===== src/hw/rtl/rbu_pkg.sv =====
// rbu_pkg: shared constants, types and helper functions of the rtc to unix time converter
package rbu_pkg;

    // subsecond counter width that is taken from the reading
    localparam int SUBSECOND_BITS = 15;

    // configuration port
    localparam int CFG_DATA_W  = 17;
    localparam int CFG_INDEX_W = 1;
    localparam logic [CFG_INDEX_W-1:0] REG_SYNC_PRESCALER    = 1'b0;
    localparam logic [CFG_INDEX_W-1:0] REG_TIMEZONE_OFFSET_S = 1'b1;
    localparam logic [14:0] PRESCALER_RESET = 15'd255;

    // time constants
    localparam logic [29:0] EPOCH_2000_S    = 30'd946684800;
    localparam logic [16:0] SECONDS_PER_DAY = 17'd86400;
    localparam logic [11:0] SECONDS_PER_HR  = 12'd3600;
    localparam logic [5:0]  SECONDS_PER_MIN = 6'd60;
    localparam logic [9:0]  MS_PER_SECOND   = 10'd1000;
    localparam logic [9:0]  SAT_FRAC_MS     = 10'd999;

    // pipeline shape: register stages inside the datapath units
    localparam int PIPE_STAGES = 7;
    localparam int QUOT_W      = 10;
    localparam int DIV_STAGES  = QUOT_W / 2;

    // calendar path result at the last datapath stage
    typedef struct packed {
        logic [31:0] sec;
        logic [41:0] millis_base;
        logic        sat;
        logic        neg;
    } cal_res_t;

    // two bcd digits to binary, the tens nibble weighted by ten as it stands
    function automatic logic [7:0] bcd_to_bin(input logic [7:0] v);
        return 8'({v[7:4], 3'b000}) + 8'({v[7:4], 1'b0}) + 8'(v[3:0]);
    endfunction

    // days before month idx+1 in a common year
    function automatic logic [8:0] cum_days(input logic [3:0] idx);
        logic [8:0] d;
        unique case (idx)
            4'd0:    d = 9'd0;
            4'd1:    d = 9'd31;
            4'd2:    d = 9'd59;
            4'd3:    d = 9'd90;
            4'd4:    d = 9'd120;
            4'd5:    d = 9'd151;
            4'd6:    d = 9'd181;
            4'd7:    d = 9'd212;
            4'd8:    d = 9'd243;
            4'd9:    d = 9'd273;
            4'd10:   d = 9'd304;
            4'd11:   d = 9'd334;
            default: d = 9'd365;
        endcase
        return d;
    endfunction

endpackage


===== src/hw/rtl/rbu_reading_if.sv =====
// rbu_reading_if: input channel carrying one bcd clock reading per transfer
interface rbu_reading_if;
    logic        valid;
    logic        ready;
    logic [7:0]  year_bcd;
    logic [4:0]  month_bcd;
    logic [5:0]  day_bcd;
    logic [5:0]  hour_bcd;
    logic [6:0]  minute_bcd;
    logic [6:0]  second_bcd;
    logic [14:0] subsecond_count;

    modport source (
        output valid, year_bcd, month_bcd, day_bcd, hour_bcd, minute_bcd, second_bcd,
               subsecond_count,
        input  ready
    );

    modport sink (
        input  valid, year_bcd, month_bcd, day_bcd, hour_bcd, minute_bcd, second_bcd,
               subsecond_count,
        output ready
    );
endinterface


===== src/hw/rtl/rbu_stamp_if.sv =====
// rbu_stamp_if: output channel carrying one utc time stamp per transfer
interface rbu_stamp_if;
    logic        valid;
    logic        ready;
    logic [31:0] utc_seconds;
    logic [41:0] utc_millis;

    modport source (
        output valid, utc_seconds, utc_millis,
        input  ready
    );

    modport sink (
        input  valid, utc_seconds, utc_millis,
        output ready
    );
endinterface


===== src/hw/rtl/rbu_cal.sv =====
// rbu_cal: seven-stage calendar path from bcd fields to utc seconds and the millisecond base
module rbu_cal (
    input  logic                 clk,
    input  logic                 advance,
    input  logic [7:0]           year_bcd,
    input  logic [4:0]           month_bcd,
    input  logic [5:0]           day_bcd,
    input  logic [5:0]           hour_bcd,
    input  logic [6:0]           minute_bcd,
    input  logic [6:0]           second_bcd,
    input  logic signed [16:0]   tz_offset,
    output rbu_pkg::cal_res_t    res
);
    import rbu_pkg::*;

    // stage 1: bcd decode
    logic [7:0] yr1_reg, yr1_next;
    logic [4:0] mon1_reg, mon1_next;
    logic [5:0] day1_reg, day1_next;
    logic [5:0] hr1_reg, hr1_next;
    logic [6:0] mn1_reg, mn1_next;
    logic [6:0] sc1_reg, sc1_next;

    // stage 2: days before the year and month, seconds of the day
    logic [15:0] ydays2_reg, ydays2_next;
    logic [8:0]  mdays2_reg, mdays2_next;
    logic [5:0]  day2_reg;
    logic [17:0] hms2_reg, hms2_next;
    logic [5:0]  leaps;
    logic [3:0]  mon_idx;
    logic        leap_yr;

    // stage 3: day count and constant seconds offset
    logic signed [16:0] days3_reg, days3_next;
    logic [29:0]        off3_reg, off3_next;

    // stage 4: day count in seconds
    logic [34:0] dsec4_reg, dsec4_next;
    logic [29:0] off4_reg;

    // stage 5: full signed utc sum
    logic [34:0] utc5_reg, utc5_next;

    // stage 6: clamp to 32 bits
    logic [31:0] sec6_reg, sec6_next;
    logic        sat6_reg, sat6_next;
    logic        neg6_reg, neg6_next;

    // stage 7: seconds scaled to milliseconds
    logic [31:0] sec7_reg;
    logic [41:0] base7_reg, base7_next;
    logic        sat7_reg;
    logic        neg7_reg;

    // bcd to binary
    always_comb
    begin
        yr1_next  = bcd_to_bin(year_bcd);
        mon1_next = 5'(bcd_to_bin(8'(month_bcd)));
        day1_next = 6'(bcd_to_bin(8'(day_bcd)));
        hr1_next  = 6'(bcd_to_bin(8'(hour_bcd)));
        mn1_next  = 7'(bcd_to_bin(8'(minute_bcd)));
        sc1_next  = 7'(bcd_to_bin(8'(second_bcd)));
    end

    // whole years since 2000 with leap days, month table, seconds of the day
    always_comb
    begin
        // leap years in 2000 .. 2000+yr-1; 2100 is the only century year that drops out
        leaps = 6'((9'(yr1_reg) + 9'd3) >> 2) - 6'(yr1_reg > 8'd100);
        ydays2_next = 16'(yr1_reg) * 16'd365 + 16'(leaps);

        // month zero counts as january, months past december as the whole year
        priority if (mon1_reg == 5'd0)
            mon_idx = 4'd0;
        else if (mon1_reg > 5'd13)
            mon_idx = 4'd12;
        else
            mon_idx = 4'(mon1_reg - 5'd1);

        leap_yr     = (yr1_reg[1:0] == 2'b00) && (yr1_reg != 8'd100);
        mdays2_next = cum_days(mon_idx) + 9'(leap_yr && (mon_idx >= 4'd2));

        hms2_next = 18'(hr1_reg) * 18'(SECONDS_PER_HR) + 18'(mn1_reg) * 18'(SECONDS_PER_MIN)
                  + 18'(sc1_reg);
    end

    // day count may reach minus one for day zero of january 2000
    always_comb
    begin
        days3_next = signed'(17'(ydays2_reg) + 17'(mdays2_reg) + 17'(day2_reg) - 17'd1);
        off3_next  = EPOCH_2000_S + 30'(hms2_reg) - 30'(tz_offset);
    end

    // days times seconds per day, sign kept in 35 bits
    assign dsec4_next = 35'(days3_reg) * 35'(SECONDS_PER_DAY);

    // offset is always positive and below 2^30
    assign utc5_next = dsec4_reg + 35'(off4_reg);

    // clamp: negative to zero, above 32 bits to all ones
    always_comb
    begin
        neg6_next = utc5_reg[34];
        sat6_next = !utc5_reg[34] && (utc5_reg[33:32] != 2'b00);
        priority if (neg6_next)
            sec6_next = '0;
        else if (sat6_next)
            sec6_next = '1;
        else
            sec6_next = utc5_reg[31:0];
    end

    assign base7_next = 42'(sec6_reg) * 42'(MS_PER_SECOND);

    // pipeline registers, frozen on a stall
    always_ff @(posedge clk)
    begin
        if (advance)
        begin
            yr1_reg    <= yr1_next;
            mon1_reg   <= mon1_next;
            day1_reg   <= day1_next;
            hr1_reg    <= hr1_next;
            mn1_reg    <= mn1_next;
            sc1_reg    <= sc1_next;

            ydays2_reg <= ydays2_next;
            mdays2_reg <= mdays2_next;
            day2_reg   <= day1_reg;
            hms2_reg   <= hms2_next;

            days3_reg  <= days3_next;
            off3_reg   <= off3_next;

            dsec4_reg  <= dsec4_next;
            off4_reg   <= off3_reg;

            utc5_reg   <= utc5_next;

            sec6_reg   <= sec6_next;
            sat6_reg   <= sat6_next;
            neg6_reg   <= neg6_next;

            sec7_reg   <= sec6_reg;
            base7_reg  <= base7_next;
            sat7_reg   <= sat6_reg;
            neg7_reg   <= neg6_reg;
        end
    end

    always_comb
    begin
        res.sec         = sec7_reg;
        res.millis_base = base7_reg;
        res.sat         = sat7_reg;
        res.neg         = neg7_reg;
    end

endmodule


===== src/hw/rtl/rbu_frac.sv =====
// rbu_frac: seven-stage millisecond fraction path with a pipelined restoring divider
module rbu_frac (
    input  logic                       clk,
    input  logic                       advance,
    input  logic [14:0]                subsecond_count,
    input  logic [14:0]                prescaler,
    output logic [rbu_pkg::QUOT_W-1:0] frac_ms
);
    import rbu_pkg::*;

    // stage 1: elapsed ticks and divisor
    logic [14:0] ssr;
    logic [14:0] diff1_reg, diff1_next;
    logic [15:0] d1_reg;

    // stage 2: dividend
    logic [24:0] n2_reg, n2_next;
    logic [15:0] d2_reg;

    // divider stages, two quotient bits each
    logic [24:0]       rem_in [DIV_STAGES];
    logic [QUOT_W-1:0] q_in   [DIV_STAGES];
    logic [15:0]       d_in   [DIV_STAGES];
    logic [24:0]       rem_reg [DIV_STAGES-1];
    logic [15:0]       d_reg   [DIV_STAGES-1];
    logic [QUOT_W-1:0] q_reg   [DIV_STAGES];

    // a count above the prescaler gives zero elapsed ticks
    always_comb
    begin
        ssr        = 15'(subsecond_count[SUBSECOND_BITS-1:0]);
        diff1_next = (ssr <= prescaler) ? (prescaler - ssr) : '0;
    end

    assign n2_next = 25'(diff1_reg) * 25'(MS_PER_SECOND);

    always_ff @(posedge clk)
    begin
        if (advance)
        begin
            diff1_reg <= diff1_next;
            d1_reg    <= 16'(prescaler) + 16'd1;
            n2_reg    <= n2_next;
            d2_reg    <= d1_reg;
        end
    end

    // quotient stays below 2^QUOT_W since the elapsed ticks stay below the divisor
    for (genvar s = 0; s < DIV_STAGES; s++)
    begin : g_div
        localparam int KHI = QUOT_W - 1 - 2 * s;
        localparam int KLO = KHI - 1;

        logic [25:0]       r_a;
        logic [25:0]       dsh_hi;
        logic [25:0]       dsh_lo;
        logic [QUOT_W-1:0] q_a;

        if (s == 0)
        begin : g_first
            assign rem_in[s] = n2_reg;
            assign q_in[s]   = '0;
            assign d_in[s]   = d2_reg;
        end
        else
        begin : g_next
            assign rem_in[s] = rem_reg[s-1];
            assign q_in[s]   = q_reg[s-1];
            assign d_in[s]   = d_reg[s-1];
        end

        // two compare and subtract steps
        always_comb
        begin
            dsh_hi = 26'(d_in[s]) << KHI;
            dsh_lo = 26'(d_in[s]) << KLO;
            r_a    = 26'(rem_in[s]);
            q_a    = q_in[s];
            if (r_a >= dsh_hi)
            begin
                r_a      = r_a - dsh_hi;
                q_a[KHI] = 1'b1;
            end
            if (r_a >= dsh_lo)
            begin
                r_a      = r_a - dsh_lo;
                q_a[KLO] = 1'b1;
            end
        end

        always_ff @(posedge clk)
        begin
            if (advance)
            begin
                q_reg[s] <= q_a;
            end
        end

        if (s < DIV_STAGES - 1)
        begin : g_carry
            always_ff @(posedge clk)
            begin
                if (advance)
                begin
                    rem_reg[s] <= 25'(r_a);
                    d_reg[s]   <= d_in[s];
                end
            end
        end
    end

    assign frac_ms = q_reg[DIV_STAGES-1];

endmodule


===== src/hw/rtl/rtc_bcd_to_unix_millis.sv =====
// rtc_bcd_to_unix_millis: top level of the bcd clock reading to utc unix time converter
//
// Takes one bcd clock reading per transfer and returns the utc unix seconds and
// milliseconds for it, one result per reading, in order. A reading may enter in
// every cycle unless the pipeline holds; each result passes through seven datapath
// stages plus the output register. The depth is set by the millisecond divider,
// which resolves two quotient bits per stage over five stages after the multiply
// by 1000, with the calendar path cut to the same length around its
// multipliers. While a result waits in the output register the whole pipeline
// holds, and ready drops only then. Write the prescaler and timezone registers
// only while no reading is in flight.
module rtc_bcd_to_unix_millis (
    input  logic                             clk,
    input  logic                             rst_n,
    rbu_reading_if.sink                      reading,
    rbu_stamp_if.source                      stamp,
    input  logic                             cfg_write,
    input  logic [rbu_pkg::CFG_INDEX_W-1:0]  cfg_index,
    input  logic [rbu_pkg::CFG_DATA_W-1:0]   cfg_data
);
    import rbu_pkg::*;

    logic [14:0]        prescaler_reg;
    logic signed [16:0] tz_offset_reg;

    logic                   advance;
    logic [PIPE_STAGES-1:0] valid_reg;
    logic                   out_valid_reg;
    logic [31:0]            utc_seconds_reg;
    logic [41:0]            utc_millis_reg, utc_millis_next;
    logic [9:0]             frac_sel;

    cal_res_t          cal_res;
    logic [QUOT_W-1:0] frac_ms;

    // configuration registers
    always_ff @(posedge clk or negedge rst_n)
    begin
        if (!rst_n)
        begin
            prescaler_reg <= PRESCALER_RESET;
            tz_offset_reg <= '0;
        end
        else if (cfg_write)
        begin
            unique case (cfg_index)
                REG_SYNC_PRESCALER:    prescaler_reg <= cfg_data[14:0];
                REG_TIMEZONE_OFFSET_S: tz_offset_reg <= signed'(cfg_data);
            endcase
        end
    end

    // pipeline moves whenever the output register is free or being emptied
    assign advance       = !out_valid_reg || stamp.ready;
    assign reading.ready = advance;

    rbu_cal u_cal (
        .clk        (clk),
        .advance    (advance),
        .year_bcd   (reading.year_bcd),
        .month_bcd  (reading.month_bcd),
        .day_bcd    (reading.day_bcd),
        .hour_bcd   (reading.hour_bcd),
        .minute_bcd (reading.minute_bcd),
        .second_bcd (reading.second_bcd),
        .tz_offset  (tz_offset_reg),
        .res        (cal_res)
    );

    rbu_frac u_frac (
        .clk             (clk),
        .advance         (advance),
        .subsecond_count (reading.subsecond_count),
        .prescaler       (prescaler_reg),
        .frac_ms         (frac_ms)
    );

    // valid bits alongside the datapath stages
    always_ff @(posedge clk or negedge rst_n)
    begin
        if (!rst_n)
        begin
            valid_reg     <= '0;
            out_valid_reg <= 1'b0;
        end
        else if (advance)
        begin
            valid_reg     <= {valid_reg[PIPE_STAGES-2:0], reading.valid};
            out_valid_reg <= valid_reg[PIPE_STAGES-1];
        end
    end

    // saturated seconds carry 999 ms, a negative time carries nothing
    always_comb
    begin
        frac_sel = cal_res.sat ? SAT_FRAC_MS : 10'(frac_ms);
        utc_millis_next = cal_res.neg ? '0 : cal_res.millis_base + 42'(frac_sel);
    end

    // output register
    always_ff @(posedge clk)
    begin
        if (advance)
        begin
            utc_seconds_reg <= cal_res.sec;
            utc_millis_reg  <= utc_millis_next;
        end
    end

    assign stamp.valid       = out_valid_reg;
    assign stamp.utc_seconds = utc_seconds_reg;
    assign stamp.utc_millis  = utc_millis_reg;

endmodule

===== src/flat_wrapper.sv =====
// flat-port wrapper written by rule: the top's interface ports become plain ports
module rtc_bcd_to_unix_millis_flat import rbu_pkg::*;
  (clk, rst_n, cfg_write, cfg_index, cfg_data, reading_valid, reading_year_bcd, reading_month_bcd, reading_day_bcd, reading_hour_bcd, reading_minute_bcd, reading_second_bcd, reading_subsecond_count, reading_ready, stamp_valid, stamp_utc_seconds, stamp_utc_millis, stamp_ready);
  rbu_reading_if reading_i ();
  rbu_stamp_if stamp_i ();
  input  logic clk;
  input  logic rst_n;
  input  logic cfg_write;
  input  logic [rbu_pkg::CFG_INDEX_W-1:0] cfg_index;
  input  logic [rbu_pkg::CFG_DATA_W-1:0] cfg_data;
  input wire logic [$bits(reading_i.valid)-1:0] reading_valid;
  input wire logic [$bits(reading_i.year_bcd)-1:0] reading_year_bcd;
  input wire logic [$bits(reading_i.month_bcd)-1:0] reading_month_bcd;
  input wire logic [$bits(reading_i.day_bcd)-1:0] reading_day_bcd;
  input wire logic [$bits(reading_i.hour_bcd)-1:0] reading_hour_bcd;
  input wire logic [$bits(reading_i.minute_bcd)-1:0] reading_minute_bcd;
  input wire logic [$bits(reading_i.second_bcd)-1:0] reading_second_bcd;
  input wire logic [$bits(reading_i.subsecond_count)-1:0] reading_subsecond_count;
  output wire logic [$bits(reading_i.ready)-1:0] reading_ready;
  output wire logic [$bits(stamp_i.valid)-1:0] stamp_valid;
  output wire logic [$bits(stamp_i.utc_seconds)-1:0] stamp_utc_seconds;
  output wire logic [$bits(stamp_i.utc_millis)-1:0] stamp_utc_millis;
  input wire logic [$bits(stamp_i.ready)-1:0] stamp_ready;
  assign reading_i.valid = reading_valid;
  assign reading_i.year_bcd = reading_year_bcd;
  assign reading_i.month_bcd = reading_month_bcd;
  assign reading_i.day_bcd = reading_day_bcd;
  assign reading_i.hour_bcd = reading_hour_bcd;
  assign reading_i.minute_bcd = reading_minute_bcd;
  assign reading_i.second_bcd = reading_second_bcd;
  assign reading_i.subsecond_count = reading_subsecond_count;
  assign reading_ready = reading_i.ready;
  assign stamp_valid = stamp_i.valid;
  assign stamp_utc_seconds = stamp_i.utc_seconds;
  assign stamp_utc_millis = stamp_i.utc_millis;
  assign stamp_i.ready = stamp_ready;
  rtc_bcd_to_unix_millis u_core (.clk(clk), .rst_n(rst_n), .reading(reading_i), .stamp(stamp_i), .cfg_write(cfg_write), .cfg_index(cfg_index), .cfg_data(cfg_data));
endmodule

===== config.mk =====
export PLATFORM = sky130hd
export DESIGN_NAME = rtc_bcd_to_unix_millis_flat
export DESIGN_NICKNAME = d
export VERILOG_FILES = /design/src/hw/rtl/rbu_pkg.sv /design/src/hw/rtl/rbu_reading_if.sv /design/src/hw/rtl/rbu_stamp_if.sv /design/src/hw/rtl/rbu_cal.sv /design/src/hw/rtl/rbu_frac.sv /design/src/hw/rtl/rtc_bcd_to_unix_millis.sv /design/src/flat_wrapper.sv
export SDC_FILE = /design/constraint.sdc
export NUM_CORES = 2
export LEC_CHECK = 0
export ABC_CLOCK_PERIOD_IN_PS = 19590
export BUFFER_PORTS_ARGS = -buffer_cell sky130_fd_sc_hd__buf_2
export CAP_MARGIN = 20
export CORE_MARGIN = 1.5
export CORE_UTILIZATION = 58
export CTS_CLUSTER_SIZE = 30
export DETAILED_ROUTE_END_ITERATION = 12
export PLACE_DENSITY_LB_ADDON = 0.25
export SYNTH_ARGS = -nofsm -noshare
export SYNTH_HDL_FRONTEND = slang
export SYNTH_HIERARCHICAL = 1
export SYNTH_SLANG_ARGS = --single-unit

===== constraint.sdc =====
create_clock -name clk -period 19.59 [get_ports clk]
set_input_delay 0.9795 -clock clk [delete_from_list [all_inputs] [get_ports clk]]
set_output_delay 0.9795 -clock clk [all_outputs]
set_load 0.01 [all_outputs]

==> results.py <==
metrics = {
    "status": {
        "outcome": "completed",
    },
    "critical_path": {
        "cpMaxStageDelayCell": "a221oi_1",
        "setup.worst_path.end_class": "flop",
        "crit_arrival_ns": 7.92,
        "crit_family": "compound AO/OA/AOI/OAI gates",
        "cp.required_ns": 19.96,
        "critPathMaxStageDelay_ns": 0.65,
        "critPathKind": "flop to flop",
        "cp_max_fo": 17,
        "startpoint_type": "flop",
        "crit_chain": "inv_1, ha_1, nor2b_1, o31a_1, o31ai_1, a211oi_2, o41ai_2, buf_4, inv_1, mux2_2, ha_1, nor2b_1, o21ai_1, a21oi_1, o41ai_1, o21ai_0, a221oi_1, nand3_2, nor4_4, nand2_4, mux2_2",
        "critical_path_buf_inv_count": 3,
    },
    "sta": {
        "clock_skew_ns": 0.0252,
        "rsz0062_at_grt": "no",
        "relSlewSlack_pct": 27.1,
        "slew_violations": 0,
        "setup_viol": 0,
        "worstMarginPinSlew_ns": 1.09,
        "hold_violations": 0,
        "max_freq_mhz": 133,
        "tns_ns": 0,
        "timing.final.crit_share_pct": 38.5,
        "post-route-min-period_ns": 7.54,
    },
    "grt": {
        "grt_pass1_wl_mm": 159,
        "grt_max_degree": 201,
        "antenna_found_initial": 1,
        "gr-usage-all-layers_pct": 21.1,
        "grt_pass1_vias": 33200,
        "overflow": 0,
    },
    "yosys": {
        "synth.area.top_cells": "edfxtp_1 37%, ha_1 15%, fa_1 11%",
        "ys_seq_area_share_pct": 38.7,
        "synth-simple-area-share_pct": 9.20,
        "synth_top_cell_by_area": "edfxtp_1",
        "ys_top_cells_by_count": "753 x inv_1, 641 x edfxtp_1, 625 x ha_1",
        "synth_top_family_by_area": "adder cells",
        "yosysMostFrequentCell": "inv_1",
        "synth.avg_cell_area_um2": 10.9,
        "yosysWarnings": 6,
        "synth_compound_area_share_pct": 11.3,
        "muxShareOfSynthArea_pct": 2.67,
        "postSynthCellCount": 4801,
        "synth_top_area_share_pct": 36.7,
        "synthAdderAreaFrac_pct": 25.9,
        "synth-main-ff-cell": "edfxtp_1",
        "ys_ff_latch": 681,
        "synthXorXnorAreaFrac_pct": 6.22,
        "synthArstFlopShare_pct": 5.87,
        "synth_cell_types": 101,
        "synth-edff-count": 641,
        "syn-cell-area_um2": 52400,
    },
    "job": {
        "max-cap-violations": 0,
    },
    "finish": {
        "nNetsFinal": 5969,
        "syn_to_final_growth_pct": 9.20,
        "antennaDiodeCount": 0,
        "nFillCells": 7074,
        "final_layout_size_suffix_gt1_share_pct": 9.49,
        "largest_reg_flops": 89,
    },
    "route": {
        "via_per_inst": 5.42,
        "drtPass1Iterations": 6,
        "vias": 33700,
        "drtIter0Drc": 1752,
        "drc_errors": 0,
        "drt_wl_total_mm": 95.7,
        "wl_per_cell_um": 15.4,
        "antenna_left": 0,
    },
    "floorplanning": {
        "start_util_pct": 58.4,
        "dieWidth_um": 304,
        "io-pin-count": 153,
        "rows": 110,
        "dieArea_um2": 92200,
        "core_area_um2": 89700,
        "dieHeight_um": 304,
    },
    "clock_tree": {
        "tritoncts": "yes",
        "post-cts-setup-buffer-count": 0,
        "clockBufferDepth": 3,
        "htree_num_levels": 3,
        "hold_buffers": 0,
        "clkLatencyLatePin_ns": 0.64,
        "clk_transition_reported_paths_ns": 0.06,
        "root_buffer": "clkbuf_16",
        "cts_resized": 0,
        "clock-sinks": 681,
        "numCtsBuffers": 79,
    },
    "min_path": {
        "hold_path_class": "flop to flop",
    },
    "placed_design": {
        "place.port_buffers": 152,
        "hpwl_mm": 75.6,
        "gp_congestion": 0.889,
    },
}
[final timing paths]
path / start / endpoint / slack, ns / depth (start not counted)
worst max-delay path: u_core/u_frac/d_reg[2][1]$_DFFE_PP_ / u_core/u_frac/rem_reg[3][6]$_DFFE_PP_ / 12.05 / 21
worst min-delay path: u_core/u_cal/off4_reg[6]$_DFFE_PP_ / u_core/u_cal/utc5_reg[6]$_DFFE_PP_ / 0.41 / 0
worst max register to register: u_core/u_frac/d_reg[2][1]$_DFFE_PP_ / u_core/u_frac/rem_reg[3][6]$_DFFE_PP_ / 12.05 / 21
worst min register to register: u_core/u_cal/off4_reg[6]$_DFFE_PP_ / u_core/u_cal/utc5_reg[6]$_DFFE_PP_ / 0.41 / 0
max in group asynchronous: rst_n / u_core/tz_offset_reg[16]$_DFFE_PN0P_ / 18.53 / 1
min in group asynchronous: rst_n / u_core/valid_reg[6]$_DFFE_PN0P_ / 0.48 / 1
[worst reg2reg max path: stages (launching register included)]
cell and delay, ns:
edfxtp_1 0.43, inv_1 0.15, ha_1 0.28, nor2b_1 0.16, o31a_1 0.27, o31ai_1 0.55
a211oi_2 0.27, o41ai_2 0.61, buf_4 0.31, inv_1 0.24, mux2_2 0.37, ha_1 0.33
nor2b_1 0.14, o21ai_1 0.13, a21oi_1 0.12, o41ai_1 0.54, o21ai_0 0.30, a221oi_1 0.65
nand3_2 0.19, nor4_4 0.60, nand2_4 0.28, mux2_2 0.35
[through the flow]
| stage | hold slack [ns] | setup slack, ns | instance area (µm²) | utilization, % | std cells |
|---|---|---|---|---|---|
| 6_report | 0.410 | 12.05 | 57200 | 63.8 | 6221 |
| 5_1_grt | 0.415 | 11.57 | 57200 | 63.8 | 6221 |
| 4_1_cts | 0.410 | 12.06 | 57200 | 63.7 | 6220 |
| 3_5_place_dp | 0.405 | 12.04 | 54500 | 60.7 | 6075 |
| 3_3_place_gp | 0.401 | 12.15 | 54500 | 60.7 | 6074 |
| 2_1_floorplan | 0.400 | 9.15 | 52400 | - | 4803 |
[metal layers]
| metal | track usage [%] | vias to the layer above | routed length, µm |
|---|---|---|---|
| met5 | 0 | - | 0 |
| met4 | 5.17 | 0 | 1770 |
| met3 | 2.87 | 128 | 3530 |
| met2 | 35.6 | 561 | 45400 |
| met1 | 28.8 | 15900 | 45000 |
| li1 | - | 17100 | - |
[cell usage in the layout, fill, tap and decap left out, drive strengths merged, types with 30 or more instances in the layout]
cell type,count
inv,760
edfxtp,641
ha,625
a21oi,302
nor2,302
fa,286
xnor2,266
nand2,205
o21ai,176
buf,171
a21o,128
mux2,109
xor2,106
clkbuf,99
nor3,68
nand3,63
nor2b,61
o21a,48
nand4,45
nand2b,45
o21bai,37
a211oi,37
dfrtp,32
or3,31
and3,30
[cells by family (layout without fill, tap and decap cells)]
logic type | count (synthesis) | in the layout
XOR/XNOR | 372 | 372
multiplexers | 124 | 124
buffers and inverters | 827 | 1069
AO/OA/AOI/OAI | 922 | 922
flip-flops | 681 | 681
AND/OR/NAND/NOR | 962 | 962
adder cells (fa/ha/maj) | 912 | 912
other | 1 | 3
[final cells by class]
| class | instances | area, µm² | share of cell area, % |
|---|---|---|---|
| Multi-Input combinational cell | 3295 | 29000 | 50.7 |
| Timing Repair Buffer | 171 | 932 | 1.63 |
| Clock inverter | 46 | 572 | 0.999 |
| Tap cell | 1176 | 1470 | 2.57 |
| Inverter | 753 | 2830 | 4.94 |
| Sequential cell | 681 | 20300 | 35.4 |
| Clock buffer | 99 | 2140 | 3.73 |
Power is left out: the tool's default activity adds up to more than one toggle a clock period on the data nets, which glitch-free logic cannot reach.
